`config.mk`:
```
export PLATFORM = sky130hd
export DESIGN_NAME = whh_angle
export DESIGN_NICKNAME = d
export VERILOG_FILES = /design/src/hw/rtl/waypoint_heading_histogram_defines.svh /design/src/hw/rtl/whh_pkg.sv /design/src/hw/rtl/whh_angle.sv
export SDC_FILE = /design/constraint.sdc
export NUM_CORES = 2
export LEC_CHECK = 0
export BUFFER_PORTS_ARGS = -buffer_cell sky130_fd_sc_hd__buf_4
export CORE_MARGIN = 10
export CORE_UTILIZATION = 35
export CTS_CLUSTER_SIZE = 12
export DETAILED_ROUTE_END_ITERATION = 10
export GPL_TIMING_DRIVEN = 0
export HOLD_SLACK_MARGIN = 0.15
export PLACE_DENSITY_LB_ADDON = 0.1
export SETUP_SLACK_MARGIN = 0.05
export SYNTH_ARGS = -nofsm -noshare
export SYNTH_HDL_FRONTEND = slang
export SYNTH_SLANG_ARGS = --single-unit
```
`constraint.sdc`:
```
create_clock -name clk -period 8.9 [get_ports clk]
set_input_delay 1.78 -clock clk [delete_from_list [all_inputs] [get_ports clk]]
set_output_delay 1.78 -clock clk [all_outputs]
set_load 0.03 [all_outputs]
```
`src/hw/rtl/waypoint_heading_histogram_defines.svh`:
```
// Assertion macros shared by the waypoint heading histogram RTL.
// Each macro expects signals named clk and arst_n where it is used.
`ifndef WAYPOINT_HEADING_HISTOGRAM_DEFINES_SVH
`define WAYPOINT_HEADING_HISTOGRAM_DEFINES_SVH

// The consequent must hold in the same cycle as the antecedent.
`define WHH_ASSERT_NOW(lbl, ante, cons, msg) \
	lbl: assert property (@(posedge clk) disable iff (!arst_n) (ante) |-> (cons)) \
		else $error(msg);

// The consequent must hold in the cycle after the antecedent.
`define WHH_ASSERT_NEXT(lbl, ante, cons, msg) \
	lbl: assert property (@(posedge clk) disable iff (!arst_n) (ante) |=> (cons)) \
		else $error(msg);

`endif

```
`src/hw/rtl/whh_pkg.sv`:
```
// Shared types, constants and tables for the waypoint heading histogram.
// No dependencies; used by every module of the block.
package whh_pkg;

	localparam int UNITS_DEF    = 10;
	localparam int UNITS_MAX    = 32;
	localparam int CORDIC_STEPS = 25;
	localparam int XW           = 34;
	localparam int ZW           = 28;
	localparam int CFG_IW       = 8;

	localparam logic signed [ZW-1:0] PI_Q24 = 28'sd52707179;

	localparam logic signed [ZW-1:0] ROT_Q24 [0:CORDIC_STEPS-1] = '{
		28'sd13176795, 28'sd7778716, 28'sd4110060, 28'sd2086331, 28'sd1047214,
		28'sd524117, 28'sd262123, 28'sd131069, 28'sd65536, 28'sd32768,
		28'sd16384, 28'sd8192, 28'sd4096, 28'sd2048, 28'sd1024,
		28'sd512, 28'sd256, 28'sd128, 28'sd64, 28'sd32,
		28'sd16, 28'sd8, 28'sd4, 28'sd2, 28'sd1
	};

	typedef logic [32:0] wtab_t [0:UNITS_MAX-1];

	function automatic wtab_t whh_weights();
		longint w;
		wtab_t t;
		w = 64'sd1 <<< 32;
		for (int k = 0; k < UNITS_MAX; k++) begin
			t[k] = w[32:0];
			w = (w * 9 + 9) / 10;
		end
		return t;
	endfunction

	localparam wtab_t WEIGHT_TAB = whh_weights();

	typedef enum logic [CFG_IW-1:0] {
		REG_GOAL_X     = 8'd0,
		REG_GOAL_Y     = 8'd1,
		REG_GOAL_VALUE = 8'd2,
		REG_DEADLINE   = 8'd3
	} reg_idx_t;

	typedef struct packed {
		logic                 vld;
		logic                 act;
		logic                 zr;
		logic signed [XW-1:0] x;
		logic signed [XW-1:0] y;
		logic signed [ZW-1:0] z;
		logic signed [15:0]   hd;
	} cord_t;

	typedef struct packed {
		logic       vld;
		logic       act;
		logic [8:0] center;
	} ang_t;

endpackage

```
`src/hw/rtl/whh_angle.sv`:
```
// Converts the bearing and heading to degrees and folds it into the center bin.
// Depends on whh_pkg; fed by whh_cordic.
module whh_angle import whh_pkg::*; (
	input  logic  clk,
	input  logic  arst_n,
	input  logic  en,
	input  cord_t c,
	output ang_t  res
);

	localparam longint DIVISOR  = 31415;
	localparam longint NUM_OFS  = 64'sd360 * DIVISOR * (64'sd1 <<< 24);
	localparam longint RECIP    = (64'sd1 <<< 40) / DIVISOR;

	localparam logic signed [21:0] DEG_NUM  = 22'sd1800000;
	localparam logic signed [52:0] OFS      = 53'(NUM_OFS);
	localparam logic [25:0]        RECIP_C  = 26'(RECIP);
	localparam logic [14:0]        DIV_C    = 15'(DIVISOR);

	logic vld_s1, vld_s2, vld_s3, vld_s4, vld_s5, vld_s6;
	logic act_s1, act_s2, act_s3, act_s4, act_s5, act_s6;
	logic signed [30:0] diff_s1;
	logic signed [52:0] prod_s2;
	logic               neg_s3, neg_s4;
	logic [28:0]        m_s3, m_s4;
	logic [14:0]        q0_s4;
	logic signed [15:0] ang_s5;
	logic [8:0]         center_s6;

	logic signed [30:0] zsel;
	logic signed [52:0] prod;
	logic signed [52:0] num, anum;
	logic [54:0]        qprod;
	logic [29:0]        rem;
	logic [15:0]        q;
	logic signed [16:0] t;

	always_comb begin
		zsel  = c.zr ? '0 : 31'(c.z);
		prod  = diff_s1 * DEG_NUM;
		num   = prod_s2 + OFS;
		anum  = (num < 0) ? -num : num;
		qprod = 55'(m_s3) * 55'(RECIP_C);
		rem   = 30'(m_s4) - 30'(q0_s4) * 30'(DIV_C);
		q     = 16'(q0_s4) + ((rem >= 30'(DIV_C)) ? 16'd1 : 16'd0);
		t     = 17'sd540 - 17'(ang_s5);
		for (int i = 0; i < 5; i++) begin
			if (t < 0) begin
				t = t + 17'sd360;
			end else if (t >= 17'sd360) begin
				t = t - 17'sd360;
			end
		end
	end

	always_ff @(posedge clk or negedge arst_n) begin
		if (!arst_n) begin
			{vld_s1, vld_s2, vld_s3, vld_s4, vld_s5, vld_s6} <= '0;
			{act_s1, act_s2, act_s3, act_s4, act_s5, act_s6} <= '0;
		end else if (en) begin
			vld_s1 <= c.vld;
			vld_s2 <= vld_s1;
			vld_s3 <= vld_s2;
			vld_s4 <= vld_s3;
			vld_s5 <= vld_s4;
			vld_s6 <= vld_s5;
			act_s1 <= c.act;
			act_s2 <= act_s1;
			act_s3 <= act_s2;
			act_s4 <= act_s3;
			act_s5 <= act_s4;
			act_s6 <= act_s5;
		end
	end

	always_ff @(posedge clk) begin
		if (en) begin
			diff_s1   <= zsel - (31'(c.hd) <<< 12);
			prod_s2   <= prod;
			neg_s3    <= num < 0;
			m_s3      <= anum[52:24];
			neg_s4    <= neg_s3;
			m_s4      <= m_s3;
			q0_s4     <= qprod[54:40];
			ang_s5    <= neg_s4 ? -q : q;
			center_s6 <= t[8:0];
		end
	end

	assign res.vld    = vld_s6;
	assign res.act    = act_s6;
	assign res.center = center_s6;

endmodule

```
==> Word-level counts from Yosys, hierarchy flattened <==
Cells that the tools add are included.
Widths: inputs -> output; s select.
{ "totals": {"ff_bits": 190, "input_bits": 118, "out_inout_bits": 11, "elab_cells": 67} }
{ "classes": {"n_addsub": 17, "mul": 3, "magnitude_cmp": 12, "n_mux": 14} }
{ "op_table": {"columns": ["cell", "count"], "rows": [
  ["$mux 17", 8],
  ["$ge 17x10->1 const B", 5],
  ["$lt 17x1->1 const B", 5],
  ["$add 17x10->17 const B", 4],
  ["$sub 17x10->17 const B", 4],
  ["$mul 29x25->54 const B", 1],
  ["$add 53x49->53 const B", 1],
  ["$lt 53x1->1 const B", 1],
  ["$mux 53", 1],
  ["$neg 53->53", 1],
  ["$mul 31x16->47 const B", 1],
  ["$mux 31", 1],
  ["$sub 31x28->31", 1],
  ["$ge 30x15->1 const B", 1],
  ["$mul 15x15->30 const B", 1],
  ["$sub 29x30->30", 1],
  ["$mux 9", 2],
  ["$sub 11x16->17 const A", 1],
  ["$add 15x1->16", 1],
  ["$mux 16", 1],
  ["$neg 16->16", 1],
  ["$add 9x9->9 const B", 1],
  ["$sub 9x9->9 const B", 1],
  ["$mux 1", 1]
]} }

==> Depth between registers and ports, before layout <==
{ "depth": {"ltp_word": 16, "ltp_mapped": 45, "mapped_depth_nobuf": 45} }

==> Least setup slack after synthesis <==
No wires, ideal clock.
{ "synth_timing": {"path_type": "register to register", "from": "register q0_s4[4]", "to": "register ang_s5[15] (data pin)", "setup_time_ns": 0.180, "arrival_time_ns": 8.657, "t_required_ns": 8.720, "setup_slack_ns": 0.063, "stages_incl_launch_ff": 44, "path_buffers": 0, "synth_period_minus_slack_ns": 8.837, "path_cell_list": "edfxtp_1 > inv_1 > fa_1 > fa_1 > inv_1 > ha_1 > inv_1 > fa_1 > inv_1 > ha_1 > inv_1 > fa_1 > ha_1 > a21boi_0 > o21ai_0 > a21boi_0 > o21ai_0 > a21boi_0 > [... 8 more ...] > a311oi_1 > o21ai_0 > o22ai_1 > o2111ai_1 > ha_1 > ha_1 > nor3_1 > a31oi_1 > nor4b_1 > nand3_1 > nor2_1 > and3_1 > nand3_1 > nor2_1 > nand2_1 > nand3_1 > o21ai_0 > a221oi_1"} }
{ "synth_between": {"elab_chain_len": 7} }
{ "synth_lines": {"columns": ["item", "line_no", "rtl"], "rows": [
  ["start, declared", "whh_angle.sv:26", "logic [14:0] q0_s4;"],
  ["start signal, assigned", "whh_angle.sv:84", "q0_s4 <= qprod[54:40];"],
  ["$mul 15x15->30", "whh_angle.sv:44", "rem = 30'(m_s4) - 30'(q0_s4) * 30'(DIV_C);"],
  ["$sub 29x30->30", "whh_angle.sv:44", null],
  ["$ge 30x15->1", "whh_angle.sv:45", "q = 16'(q0_s4) + ((rem >= 30'(DIV_C)) ? 16'd1 : 16'd0);"],
  ["$mux 1", "whh_angle.sv:45", null],
  ["$add 15x1->16 (*)", "whh_angle.sv:45", null],
  ["$neg 16->16", "whh_angle.sv:85", "ang_s5 <= neg_s4 ? -q : q;"],
  ["$mux 16 (*)", "whh_angle.sv:85", null],
  ["end signal, assigned", "whh_angle.sv:85", null],
  ["end, declared", "whh_angle.sv:27", "logic signed [15:0] ang_s5;"]
]} }
Mark *: on every way between the ends. The rest lies on a longest branch, timed or not.
A chain may end at the register's enable or synchronous reset.

==> Worst setup path in the final report <==
{ "layout_timing": {"from": "register q0_s4[5]", "to": "register ang_s5[15] (data pin)"} }
The elaborated chain is that of the path after synthesis.

==> impl_metrics.py <==
metrics = {
    "outcome": {
        "status": "finished with violations",
        "violations": "negative setup slack",
    },
    "final_layout": {
        "syn_to_final_growth_pct": 12.0,
        "fin_nets": 5406,
        "design_area_um2": 43700,
        "layout-drive-gt1-share_pct": 10.8,
        "fillers": 11100,
        "final_cell_mix": "inv_1, ha_1, fa_1",
        "final_common_cell": "inv_1",
        "diodes": 0,
    },
    "synth": {
        "yosysWarnings": 0,
        "async_flop_share_pct": 6.32,
        "synth_cell_type_count": 113,
        "yosys.area_share.simple_pct": 8.30,
        "synthXorXnorAreaFrac_pct": 4.55,
        "synth_seq_cells": 190,
        "ys_seq_area_share_pct": 14.5,
        "synth_top_area_share_pct": 30.2,
        "synthAdderAreaFrac_pct": 52.1,
        "syn_inst": 3843,
        "synth_top_family_by_area": "adder cells",
        "synthMuxAreaShare_pct": 0.725,
        "ys.flop_type": "edfxtp_1",
        "synth.area.top_cells": "fa_1, ha_1, edfxtp_1",
        "postSynthAreaPerCell_um2": 10.1,
        "synth_edf_count": 178,
        "syn-cell-area_um2": 39000,
        "synth_nets": 5233,
        "synth_compound_area_share_pct": 10.1,
        "synth_largest_area_cell": "fa_1",
    },
    "timing": {
        "layout_setup_ws_ns": -0.216,
        "maxSlewViolCount": 0,
        "max_freq_ghz": 0.110,
        "hold_violations": 0,
        "slew_headroom_pct": 16.3,
        "skew_ns": 0.0167,
        "period_minus_slack_ns": 9.12,
        "fin_crit_sh_pct": 102,
        "finalSetupViolations": 1,
        "worstMarginPinSlew_ns": 1.26,
        "rsz0062_at_grt": "yes",
    },
    "min_path": {
        "worstHoldStart": "neg_s3",
        "hold_end": "neg_s4",
        "worstHoldPathCells": 0,
        "hold_class": "reg -> reg",
    },
    "flow_run": {
        "maxCapViolations": 0,
    },
    "setup_path": {
        "r2r_end": "ang_s5[15]",
        "arrival_ns": 9.43,
        "worstSetupPathType": "reg -> reg",
        "cp-start-kind": "register",
        "worstPathRequired_ns": 9.22,
        "rrSetupSlack_ns": -0.22,
        "endpoint_kind": "register",
        "crit_family": "adder cells",
        "r2r_start": "q0_s4[5]",
        "critPathMaxFanout": 4,
        "worst_path_most_repeated_cell": "fa_1",
        "slowest_delay_ns": 0.61,
        "worstRegToRegCells": 44,
        "cp_num_buf_inv": 6,
        "slowest_stage": "fa_2",
    },
    "detailed_routing": {
        "drtPass1Iterations": 5,
        "via_per_inst": 4.77,
        "drc_errors": 0,
        "ant_nets": 0,
        "first_iter_violations": 1330,
        "vias": 26300,
        "finalWirelength_mm": 96.7,
        "wl_per_cell_um": 17.5,
    },
    "cts": {
        "htree_levels": 4,
        "cts_tree": "done",
        "clk_latency_ns": 0.50,
        "max-clock-path-buffers": 2,
        "cts-root-buf": "clkbuf_16",
        "cts_hold_buf": 0,
        "cts.sink_count": 190,
        "clkTransAtPathRegs_ns": 0.08,
        "cts_inserted_buffers": 17,
    },
    "placed_design": {
        "post-place-ws_ns": -2.68,
        "hpwl_mm": 80.7,
        "globalplace.congestion": 0.824,
        "port_buffers": 60,
        "post_dp_cell_area_um2": 41300,
    },
    "grt": {
        "globalRouteOverflowTotal": 0,
        "grt_antenna_before_repair": 0,
        "grt_pass1_vias": 28200,
        "grt_pass1_wl_mm": 157,
        "grt_usage_pct": 15.7,
        "grt_max_degree": 122,
    },
    "floorplanning": {
        "dieArea_um2": 125000,
        "rows": 122,
        "die_x_um": 354,
        "io_pins": 129,
        "core_area_um2": 111000,
        "start_util_pct": 35.2,
        "die_h_um": 354,
    },
}
[cell usage after synthesis, drive strengths merged (10+ instances only)]
cell	number
edfxtp	178
xor2	57
o21bai	15
o21a	25
nor2b	54
a211o	10
and2	15
or3	25
and3	27
fa	588
ha	684
dfrtp	12
nand2	107
nand3	57
o31ai	13
mux2i	11
or2	21
a211oi	19
mux2	15
xnor2	143
a21boi	18
a21o	57
o2111ai	10
nand4	16
o211a	10
nor4	22
nand2b	22
a31oi	26
o21ai	111
buf	21
clkbuf	27
a2111oi	11
nor2	156
a21oi	108
nor3	46
o211ai	30
inv	938
[through the flow]
step | TNS (ns) | std cells | util (%) | hold WS [ns]
4_1_cts | -0.663 | 5497 | 38.8 | 0.428
2_1_floorplan | 0 | 3843 | - | 0.400
3_5_place_dp | -34.29 | 5392 | 37.4 | 0.420
5_1_grt | -2.03 | 5517 | 39.5 | 0.449
3_3_place_gp | -35.90 | 5391 | 37.3 | 0.401
6_report | -0.216 | 5517 | 39.5 | 0.427
[layout make-up]
cell class              count  area [um^2]  area share, %
repair buffers            154         1220           2.79
inverters                 938         3530           8.08
clock buffers              17          425          0.974
flip-flops and latches    190         5650           12.9
multi-input cells        2667        30500           70.0
well taps                1488         1860           4.26
clock inverters            15          171          0.393
plain buffers              48          269          0.616
[registers in the layout (all words and copies together), names as in the netlist, 9 cells and up]
signal,flops
prod_s2,47
center_s6,9
q0_s4,15
ang_s5,16
m_s3,29
m_s4,29
diff_s1,31
[per-layer routing]
| layer | part of all wire, % | GRT usage [%] |
|---|---|---|
| met5 | 0 | 0 |
| met3 | 2.4 | 1.83 |
| met2 | 47 | 26.2 |
| met4 | 1.7 | 3.16 |
| met1 | 49 | 21.9 |
[worst max path at each step]
stage,startpoint,end,slack [ns],depth (start not counted)
2_1_floorplan,q0_s4[4],ang_s5[15],0.06,43
3_3_place_gp,q0_s4[4],ang_s5[15],-2.65,45
3_5_place_dp,q0_s4[4],ang_s5[15],-2.68,45
4_1_cts,q0_s4[5],ang_s5[15],-0.35,43
5_1_grt,q0_s4[5],ang_s5[15],-0.69,44
6_report,q0_s4[5],ang_s5[15],-0.22,44
[repair_timing]
item	4_1_cts	5_1_grt
resized for setup	115	112
buffers inserted	73	27
endpoints found under the setup margin	22	17
pin swaps	56	36
[cells by family (layout without fill, tap and decap cells)]
kind of cell	count (synthesis)	in the layout
AND/OR/NAND/NOR	612	612
flip-flops	190	190
buffers and inverters	986	1172
adder cells (fa/ha/maj)	1272	1272
multiplexers	26	26
XOR/XNOR	200	200
AO/OA/AOI/OAI	557	557
Power is not shown: default switching activity piles up to over one toggle a cycle in this logic, so the estimate is an artifact.
