`config.mk`:
```
export PLATFORM = sky130hd
export DESIGN_NAME = whh_emit
export DESIGN_NICKNAME = d
export VERILOG_FILES = /design/src/hw/rtl/waypoint_heading_histogram_defines.svh /design/src/hw/rtl/whh_pkg.sv /design/src/hw/rtl/whh_emit.sv
export SDC_FILE = /design/constraint.sdc
export NUM_CORES = 2
export LEC_CHECK = 0
export BUFFER_PORTS_ARGS = -buffer_cell sky130_fd_sc_hd__buf_2
export CAP_MARGIN = 20
export CORE_UTILIZATION = 60
export DETAILED_ROUTE_END_ITERATION = 8
export GPL_TIMING_DRIVEN = 0
export HOLD_SLACK_MARGIN = 0.05
export PLACE_DENSITY = 0.83
export SYNTH_ARGS = -nofsm -noshare
export SYNTH_HDL_FRONTEND = slang
export SYNTH_SLANG_ARGS = --single-unit
export TNS_END_PERCENT = 50
```
`constraint.sdc`:
```
create_clock -name clk -period 27 [get_ports clk]
set_input_delay 1.35 -clock clk [delete_from_list [all_inputs] [get_ports clk]]
set_output_delay 1.35 -clock clk [all_outputs]
set_load 0.02 [all_outputs]
```
`src/hw/rtl/waypoint_heading_histogram_defines.svh`:
```
// Assertion macros shared by the waypoint heading histogram RTL.
// Each macro expects signals named clk and arst_n where it is used.
`ifndef WAYPOINT_HEADING_HISTOGRAM_DEFINES_SVH
`define WAYPOINT_HEADING_HISTOGRAM_DEFINES_SVH

// The consequent must hold in the same cycle as the antecedent.
`define WHH_ASSERT_NOW(lbl, ante, cons, msg) \
	lbl: assert property (@(posedge clk) disable iff (!arst_n) (ante) |-> (cons)) \
		else $error(msg);

// The consequent must hold in the cycle after the antecedent.
`define WHH_ASSERT_NEXT(lbl, ante, cons, msg) \
	lbl: assert property (@(posedge clk) disable iff (!arst_n) (ante) |=> (cons)) \
		else $error(msg);

`endif

```
`src/hw/rtl/whh_pkg.sv`:
```
// Shared types, constants and tables for the waypoint heading histogram.
// No dependencies; used by every module of the block.
package whh_pkg;

	localparam int UNITS_DEF    = 10;
	localparam int UNITS_MAX    = 32;
	localparam int CORDIC_STEPS = 25;
	localparam int XW           = 34;
	localparam int ZW           = 28;
	localparam int CFG_IW       = 8;

	localparam logic signed [ZW-1:0] PI_Q24 = 28'sd52707179;

	localparam logic signed [ZW-1:0] ROT_Q24 [0:CORDIC_STEPS-1] = '{
		28'sd13176795, 28'sd7778716, 28'sd4110060, 28'sd2086331, 28'sd1047214,
		28'sd524117, 28'sd262123, 28'sd131069, 28'sd65536, 28'sd32768,
		28'sd16384, 28'sd8192, 28'sd4096, 28'sd2048, 28'sd1024,
		28'sd512, 28'sd256, 28'sd128, 28'sd64, 28'sd32,
		28'sd16, 28'sd8, 28'sd4, 28'sd2, 28'sd1
	};

	typedef logic [32:0] wtab_t [0:UNITS_MAX-1];

	function automatic wtab_t whh_weights();
		longint w;
		wtab_t t;
		w = 64'sd1 <<< 32;
		for (int k = 0; k < UNITS_MAX; k++) begin
			t[k] = w[32:0];
			w = (w * 9 + 9) / 10;
		end
		return t;
	endfunction

	localparam wtab_t WEIGHT_TAB = whh_weights();

	typedef enum logic [CFG_IW-1:0] {
		REG_GOAL_X     = 8'd0,
		REG_GOAL_Y     = 8'd1,
		REG_GOAL_VALUE = 8'd2,
		REG_DEADLINE   = 8'd3
	} reg_idx_t;

	typedef struct packed {
		logic                 vld;
		logic                 act;
		logic                 zr;
		logic signed [XW-1:0] x;
		logic signed [XW-1:0] y;
		logic signed [ZW-1:0] z;
		logic signed [15:0]   hd;
	} cord_t;

	typedef struct packed {
		logic       vld;
		logic       act;
		logic [8:0] center;
	} ang_t;

endpackage

```
`src/hw/rtl/whh_emit.sv`:
```
// Sweeps the bin offsets of one report and drives the result register.
// Depends on whh_pkg for the weight table; fed by whh_angle.
module whh_emit import whh_pkg::*; #(
	parameter int UNITS = UNITS_DEF
) (
	input  logic               clk,
	input  logic               arst_n,
	input  ang_t               in,
	output logic               in_rdy,
	input  logic signed [23:0] goal_value,
	output logic               m_tvalid,
	input  logic               m_tready,
	output logic [31:0]        m_tdata,
	output logic               m_tuser,
	output logic               m_tlast
);

	localparam int OW = $clog2(UNITS) + 2;
	localparam int KW = OW - 1;
	localparam logic signed [OW-1:0] OFF_FIRST = OW'(-(UNITS - 1));
	localparam logic signed [OW-1:0] OFF_LAST  = OW'(UNITS - 1);

	logic                busy_q, done_q, pend_vld_q;
	logic [8:0]          center_q, pend_idx_q, idx_q;
	logic signed [OW-1:0] off_q;
	logic [15:0]         pend_val_q, val_q;
	logic                act_q, last_q;

	logic [OW-1:0]       kk;
	logic [KW-1:0]       k;
	logic [32:0]         w;
	logic                gneg;
	logic [23:0]         gmag;
	logic [55:0]         prod;
	logic [15:0]         vmag, val;
	logic                nz;
	logic signed [10:0]  s;
	logic [8:0]          idx;
	logic                out_free, step, flush;

	always_comb begin
		kk   = (off_q < 0) ? OW'(-off_q) : OW'(off_q);
		k    = kk[KW-1:0];
		w    = WEIGHT_TAB[k];
		gneg = goal_value[23];
		gmag = gneg ? 24'(-goal_value) : 24'(goal_value);
		prod = (k == '0) ? {gmag, 32'b0} : 56'(gmag) * 56'(w[31:0]);
		vmag = prod[55:40];
		nz   = vmag != '0;
		if (!gneg) begin
			val = (vmag > 16'd32767) ? 16'h7fff : vmag;
		end else begin
			val = (vmag > 16'd32768) ? 16'h8000 : 16'(-vmag);
		end
		s = 11'({2'b00, center_q}) + 11'(off_q);
		if (s < 0) begin
			s = s + 11'sd360;
		end else if (s >= 11'sd360) begin
			s = s - 11'sd360;
		end
		idx = s[8:0];
		out_free = !m_tvalid || m_tready;
		step     = busy_q && !done_q && out_free;
		flush    = busy_q && done_q && out_free;
		in_rdy   = !busy_q || flush;
	end

	always_ff @(posedge clk or negedge arst_n) begin
		if (!arst_n) begin
			busy_q     <= 1'b0;
			done_q     <= 1'b0;
			pend_vld_q <= 1'b0;
			m_tvalid   <= 1'b0;
			off_q      <= '0;
			center_q   <= '0;
			pend_idx_q <= '0;
			pend_val_q <= '0;
			act_q      <= 1'b0;
			last_q     <= 1'b0;
			idx_q      <= '0;
			val_q      <= '0;
		end else begin
			if (m_tvalid && m_tready) begin
				m_tvalid <= 1'b0;
			end
			if (step) begin
				if (nz) begin
					if (pend_vld_q) begin
						m_tvalid <= 1'b1;
						act_q    <= 1'b1;
						last_q   <= 1'b0;
						idx_q    <= pend_idx_q;
						val_q    <= pend_val_q;
					end
					pend_vld_q <= 1'b1;
					pend_idx_q <= idx;
					pend_val_q <= val;
				end
				if (off_q == OFF_LAST) begin
					done_q <= 1'b1;
				end else begin
					off_q <= off_q + OW'(1);
				end
			end
			if (flush) begin
				m_tvalid <= 1'b1;
				act_q    <= pend_vld_q;
				last_q   <= 1'b1;
				idx_q    <= pend_vld_q ? pend_idx_q : '0;
				val_q    <= pend_vld_q ? pend_val_q : '0;
				busy_q   <= 1'b0;
			end
			if (in.vld && in_rdy) begin
				busy_q     <= 1'b1;
				done_q     <= !in.act;
				center_q   <= in.center;
				off_q      <= OFF_FIRST;
				pend_vld_q <= 1'b0;
			end
		end
	end

	assign m_tdata = {7'b0, val_q, idx_q};
	assign m_tuser = act_q;
	assign m_tlast = last_q;

endmodule

```
Word-level counts from Yosys, hierarchy flattened
Memory sizes are Yosys's and may differ from the RTL's.
Index checks and enable logic that the tools add are counted.
Word-level totals
  register bits after elaboration: 71
  latch bits: 0
  memory bits (writable): 0
  ROM bits: 1056
  input port bits: 38
  output and inout port bits: 36
  word-level logic and storage cells: 100
  memories kept: 1
Memories
  (name not given): words 32, bits a word 33, read ports 1, clocked after memory_dff 0, wr ports 0, line whh_emit.sv:44  | w = WEIGHT_TAB[k];
Cells by class
  add/sub/neg operators: 7
  $mul: 1
  divide/modulo/power cells: 0
  magnitude comparators: 6
  equality and inequality tests: 2
  shifts and indexed selects: 0
  multiplexer cells: 44
  bitwise gates (word level): 1
  reductions and logical operators: 26
Operator list (number)
  $mux 16: 8
  $mux 32: 2
  $mux 9: 7
  $mul 24x32->56: 1
  $mux 56: 1
  $mux 24: 1
  $neg 24->24: 1
  $mux 1: 21
  $mux 6: 3
  $gt 16x15->1 const B: 1
  $gt 16x16->1 const B: 1
  $neg 16->16: 1
  $reduce_bool 16->1: 1
  $reduce_bool 2->1: 7
  $add 10x6->11: 1
  $ge 11x10->1 const B: 1
  $lt 11x1->1 const B: 1
  $add 9x9->9 const B: 1
  $sub 9x9->9 const B: 1
  $reduce_and 2->1: 4
  $add 6x2->6 const B: 1
  $eq 6x5->1 const B: 1
  $ge 6x6->1 const B: 1
  $logic_and 1x1->1: 6
  other kinds (9): 13

Longest topological paths before layout
  word-level depth: 12
  gate-level depth with buffers: 46

Least setup slack after synthesis
OpenSTA, ideal clock, no wires.
  path kind: register to register
  start point: register off_q[0]
  end point: register pend_idx_q[8]
  setup time: 0.125 ns
  arrival: 10.829 ns
  path slack: 16.046 ns
  stages on the path, launching flop included: 42
  cell sequence: dfrtp_1 > clkbuf_1 > inv_1 > ha_1 > nor2b_1 > buf_4 > xor2_4 > clkbuf_1 > buf_1 > ha_1 > o31ai_1 > clkbuf_1 > nand2_1 > fa_1 > inv_1 > fa_1 > inv_1 > fa_1 > [6 not listed] > inv_1 > ha_1 > a21oi_1 > o211ai_1 > a21boi_0 > a21oi_1 > or4_1 > mux2_2 > nand3_1 > a41oi_2 > nor4b_4 > and2_1 > buf_4 > and3_1 > buf_6 > nor2_8 > buf_6 > mux2_4
On the way
  cells in the longest elaborated chain, start to end: 10
Ends and longest elaborated chain
  from (decl): line whh_emit.sv:25  | logic signed [OW-1:0] off_q;
  from (signal assigned): line whh_emit.sv:102  | off_q <= off_q + OW'(1);
  $neg 5->5 / $lt 6x1->1 (equally long branches): line whh_emit.sv:42  | kk = (off_q < 0) ? OW'(-off_q) : OW'(off_q);
  $mux 5: line whh_emit.sv:42
  $not 5->6 (implied by the code): line whh_emit.sv:44
  $mem_v2 32x33
  $mux 32 (implied by the code) (2 in a row): line whh_emit.sv:44
  $mul 24x32->56: line whh_emit.sv:47  | prod = (k == '0) ? {gmag, 32'b0} : 56'(gmag) * 56'(w[31:0]);
  $mux 56: line whh_emit.sv:47
  $reduce_bool 16->1: line whh_emit.sv:49  | nz = vmag != '0;
  $reduce_and 2->1 (no line)
  to (signal assigned): line whh_emit.sv:96  | pend_idx_q <= idx;
  to (decl): line whh_emit.sv:24  | logic [8:0] center_q, pend_idx_q, idx_q;
Several ways; a longest one is shown, not always the timed one. The select of a mux whose other input is x is not followed.
A chain may end at the register's enable or synchronous reset.

Worst setup path in the final report
  start point: register off_q[0]
  end point: register val_q[12]
On the way
  cells in the longest elaborated chain, start to end: 11
Ends and longest elaborated chain
  $neg 5->5 / $lt 6x1->1 (equally long branches): line whh_emit.sv:42
  $mux 5 (*): line whh_emit.sv:42
  $not 5->6 (implied by the code): line whh_emit.sv:44
  $mem_v2 32x33
  $mux 32 (implied by the code) (2 in a row): line whh_emit.sv:44
  $mul 24x32->56: line whh_emit.sv:47
  $mux 56 (*): line whh_emit.sv:47
  $reduce_bool 16->1 (*): line whh_emit.sv:49
  $reduce_bool 2->1 (no line) (*)
  $reduce_and 3->1 (no line) (*)
  to (signal assigned): line whh_emit.sv:93  | val_q <= pend_val_q;
  to (signal assigned): line whh_emit.sv:110  | val_q <= pend_vld_q ? pend_val_q : '0;
  to (decl): line whh_emit.sv:26  | logic [15:0] pend_val_q, val_q;
Mark *: on every way between the ends. The rest lies on a longest branch, timed or not. The select of a mux whose other input is x is not followed.

==> summary.md <==
| Metric | Value |
|---|---|
| Outcome | finished, final reports clean |
| Warnings, synthesis | 0 |
| Number of cell rows | 82 |
| CTS Hold Bufs | 0 |
| Most frequent cell after synthesis | inv_1 |
| Endpoints failing hold | 0 |
| Post-Syn Area per Cell | 8.32 um2 |
| Setup TNS | 0 ps |
| WL per Instance | 25.6 um |
| Max-Cap Viols | 0 |
| I/O Buffers | 66 |
| Mapped cell area | 30,600 um2 |
| Nets | 4,684 |
| CP max stage delay | 1010 ps |
| Post-CTS Resized | 0 |
| Worst-margin pin slew | 1290 ps |
| Fmax | 64.9 MHz |
| Pins over their slew limit | 0 |
| Layout cells sized above 1 | 0.0539 |
| Synth cell count leaders | inv_1 (759), fa_1 (658), nand2_1 (539) |
| Die footprint | 51,800 um2 |
| Largest net degree at the start of global routing | 72 |
| Residual DRC | 0 |
| Routed wire length | 114,000 um |
| Critical Path End Type | register |
| Worst setup path category | register to register |
| Die X | 228 um |
| Yosys top cell area share | 0.431 |
| Vias | 27,400 |
| Slew margin rel. | 0.133 |
| Vias in the first global route | 27,700 |
| Core box area | 50,200 um2 |
| Clock sinks | 71 |
| Crit path max-delay cell type | o21ai_0 |
| Tcrit/Tclk final | 0.570 |
| Global route total overflow | 0 |
| Initial Util | 0.609 |
| Routed vias/inst | 6.14 |
| All-layer global routing usage | 0.457 |
| Mapped Cells | 3,674 |
| Hold slack | 478 ps |
| CTS tree | done |
| CP max FO | 14 |
| RSZ-0062 raised after global routing | no |
| Clock skew | 5.19 ps |
| Final ANT Viol Nets | 0 |
| Post-synth ARST share | 1.00 |
| IO Pins | 74 |
| #FFs+latches synth | 71 |
| Worst path arrival time | 15,670 ps |
| Ys flop type | dfrtp_1 |
| Root buffer cell | clkbuf_16 |
| Synth top area cells | fa_1 (43%), inv_1 (9.3%), ha_1 (8.5%) |
| CTS buffer count | 9 |
| Die H | 228 um |
| Iteration-0 DRC Markers | 3,049 |
| Distinct cells, synth | 98 |
| GP Congestion | 1.09 |
| First-pass GRT wire length | 170,000 um |
| Area Overhead vs Synth | 5.88% |
| Sequential area share after synthesis | 0.0582 |
| CP Data Required Time | 27,270 ps |
| H-tree depth | 3 |
| Maximum clock insertion buffer count | 2 |
| Final setup violation count | 0 |
| Reg clk slew, reported paths | 60 ps |
| Startpoint types | register |
| Initial antenna violation count | 3 |
| Leading area contributor after synthesis | fa_1 |
| EDFF count, synth | 0 |
| Setup Buffers After CTS | 0 |
| Hold Crit Class | register to register |
| DP HPWL | 94,800 um |
| Router iterations before antenna repair | 6 |
| Clock latency on the worst-skew pair | 330 ps |
| Minimum clock period | 15,400 ps |
## area by class of cell
type / count / area [um2]
Tap cell: 672 / 841
Clock inverter: 4 / 47.5
Timing Repair Buffer: 90 / 566
Antenna cell: 2 / 5.00
Inverter: 760 / 2850
Buffer: 197 / 818
Sequential cell: 71 / 1780
Multi-Input combinational cell: 2652 / 25200
Clock buffer: 10 / 239
Fill cell: 4296 / 17800
## sequential cells by signal, summed over array words and instances (netlist names), 6 cells and up
| register | count |
|---|---|
| center_q | 9 |
| idx_q | 9 |
| off_q | 6 |
| pend_idx_q | 9 |
| pend_val_q | 16 |
| val_q | 16 |
## worst paths after layout
kind	cells after the start	from	slack (ps)	to
worst max-delay path	41	off_q[0]	11600	val_q[12]
worst min-delay path	1	m_tuser	480	m_tuser
worst max register to register	41	off_q[0]	11600	val_q[12]
worst min register to register	1	m_tuser	480	m_tuser
max in group asynchronous	1	arst_n	25280	idx_q[6]
min in group asynchronous	1	arst_n	1130	val_q[8]
## metrics by stage
stage | utilization | cell area (um2) | worst slack (ps) | cells
after detailed placement | 0.638 | 32000 | 12290 | 4439
after global routing | 0.645 | 32300 | 11350 | 4456
final | 0.645 | 32400 | 11600 | 4458
after CTS | 0.644 | 32300 | 12190 | 4453
after global placement | 0.633 | 31700 | 11620 | 4418
after floorplan | - | 30600 | 16050 | 3680
## logic make-up (layout without fill, tap and decap cells)
| group | Yosys count | after routing | share of synthesized area |
|---|---|---|---|
| muxes | 32 | 32 | 0.0122 |
| adders and majority gates | 865 | 865 | 0.516 |
| AOI/OAI and AO/OA | 471 | 471 | 0.106 |
| buffers and inverters | 957 | 1061 | 0.120 |
| xor gates and xnor gates | 73 | 73 | 0.0220 |
| DFF | 71 | 71 | 0.0582 |
| and+or+nand+nor | 1204 | 1204 | 0.165 |
| other | 1 | 9 | 0.000123 |
## worst max-delay path, delay by kind of cell (launching register included)
| kind | cells | cell delay (ps) |
|---|---|---|
| XOR/XNOR | 1 | 100 |
| AO/OA/AOI/OAI | 11 | 3990 |
| AND/OR/NAND/NOR | 7 | 2020 |
| buffers and inverters | 12 | 3840 |
| flip-flops | 1 | 670 |
| adder cells (fa/ha/maj) | 10 | 4680 |
## cell usage in the layout (no fill, tap or decap), drive strengths merged, types with 13 or more instances in the layout
cell and instances:
nor3 28, a31oi 19, ha 207, mux2 27, dfrtp 71, a21oi 109, xor2 30, nand2 539
nand4 22, nand3 37, o21ai 110, a21o 28, o31ai 16, o22ai 15, fa 658, nor2 463
a22o 30, buf 122, and3 17, a211oi 17, clkbuf 175, o21a 18, xnor2 43, nand2b 18
and2 21, inv 760, o211ai 13
## routing by layer
metal | track usage | wire length, um | up-vias
li1 | - | - | 11500
met1 | 0.577 | 41200 | 13500
met2 | 0.664 | 47400 | 1846
met3 | 0.165 | 16300 | 457
met4 | 0.295 | 9330 | 0
met5 | 0 | 0 | -
Power is not shown: default switching activity piles up to over one toggle a cycle in this logic, so the estimate is an artifact.
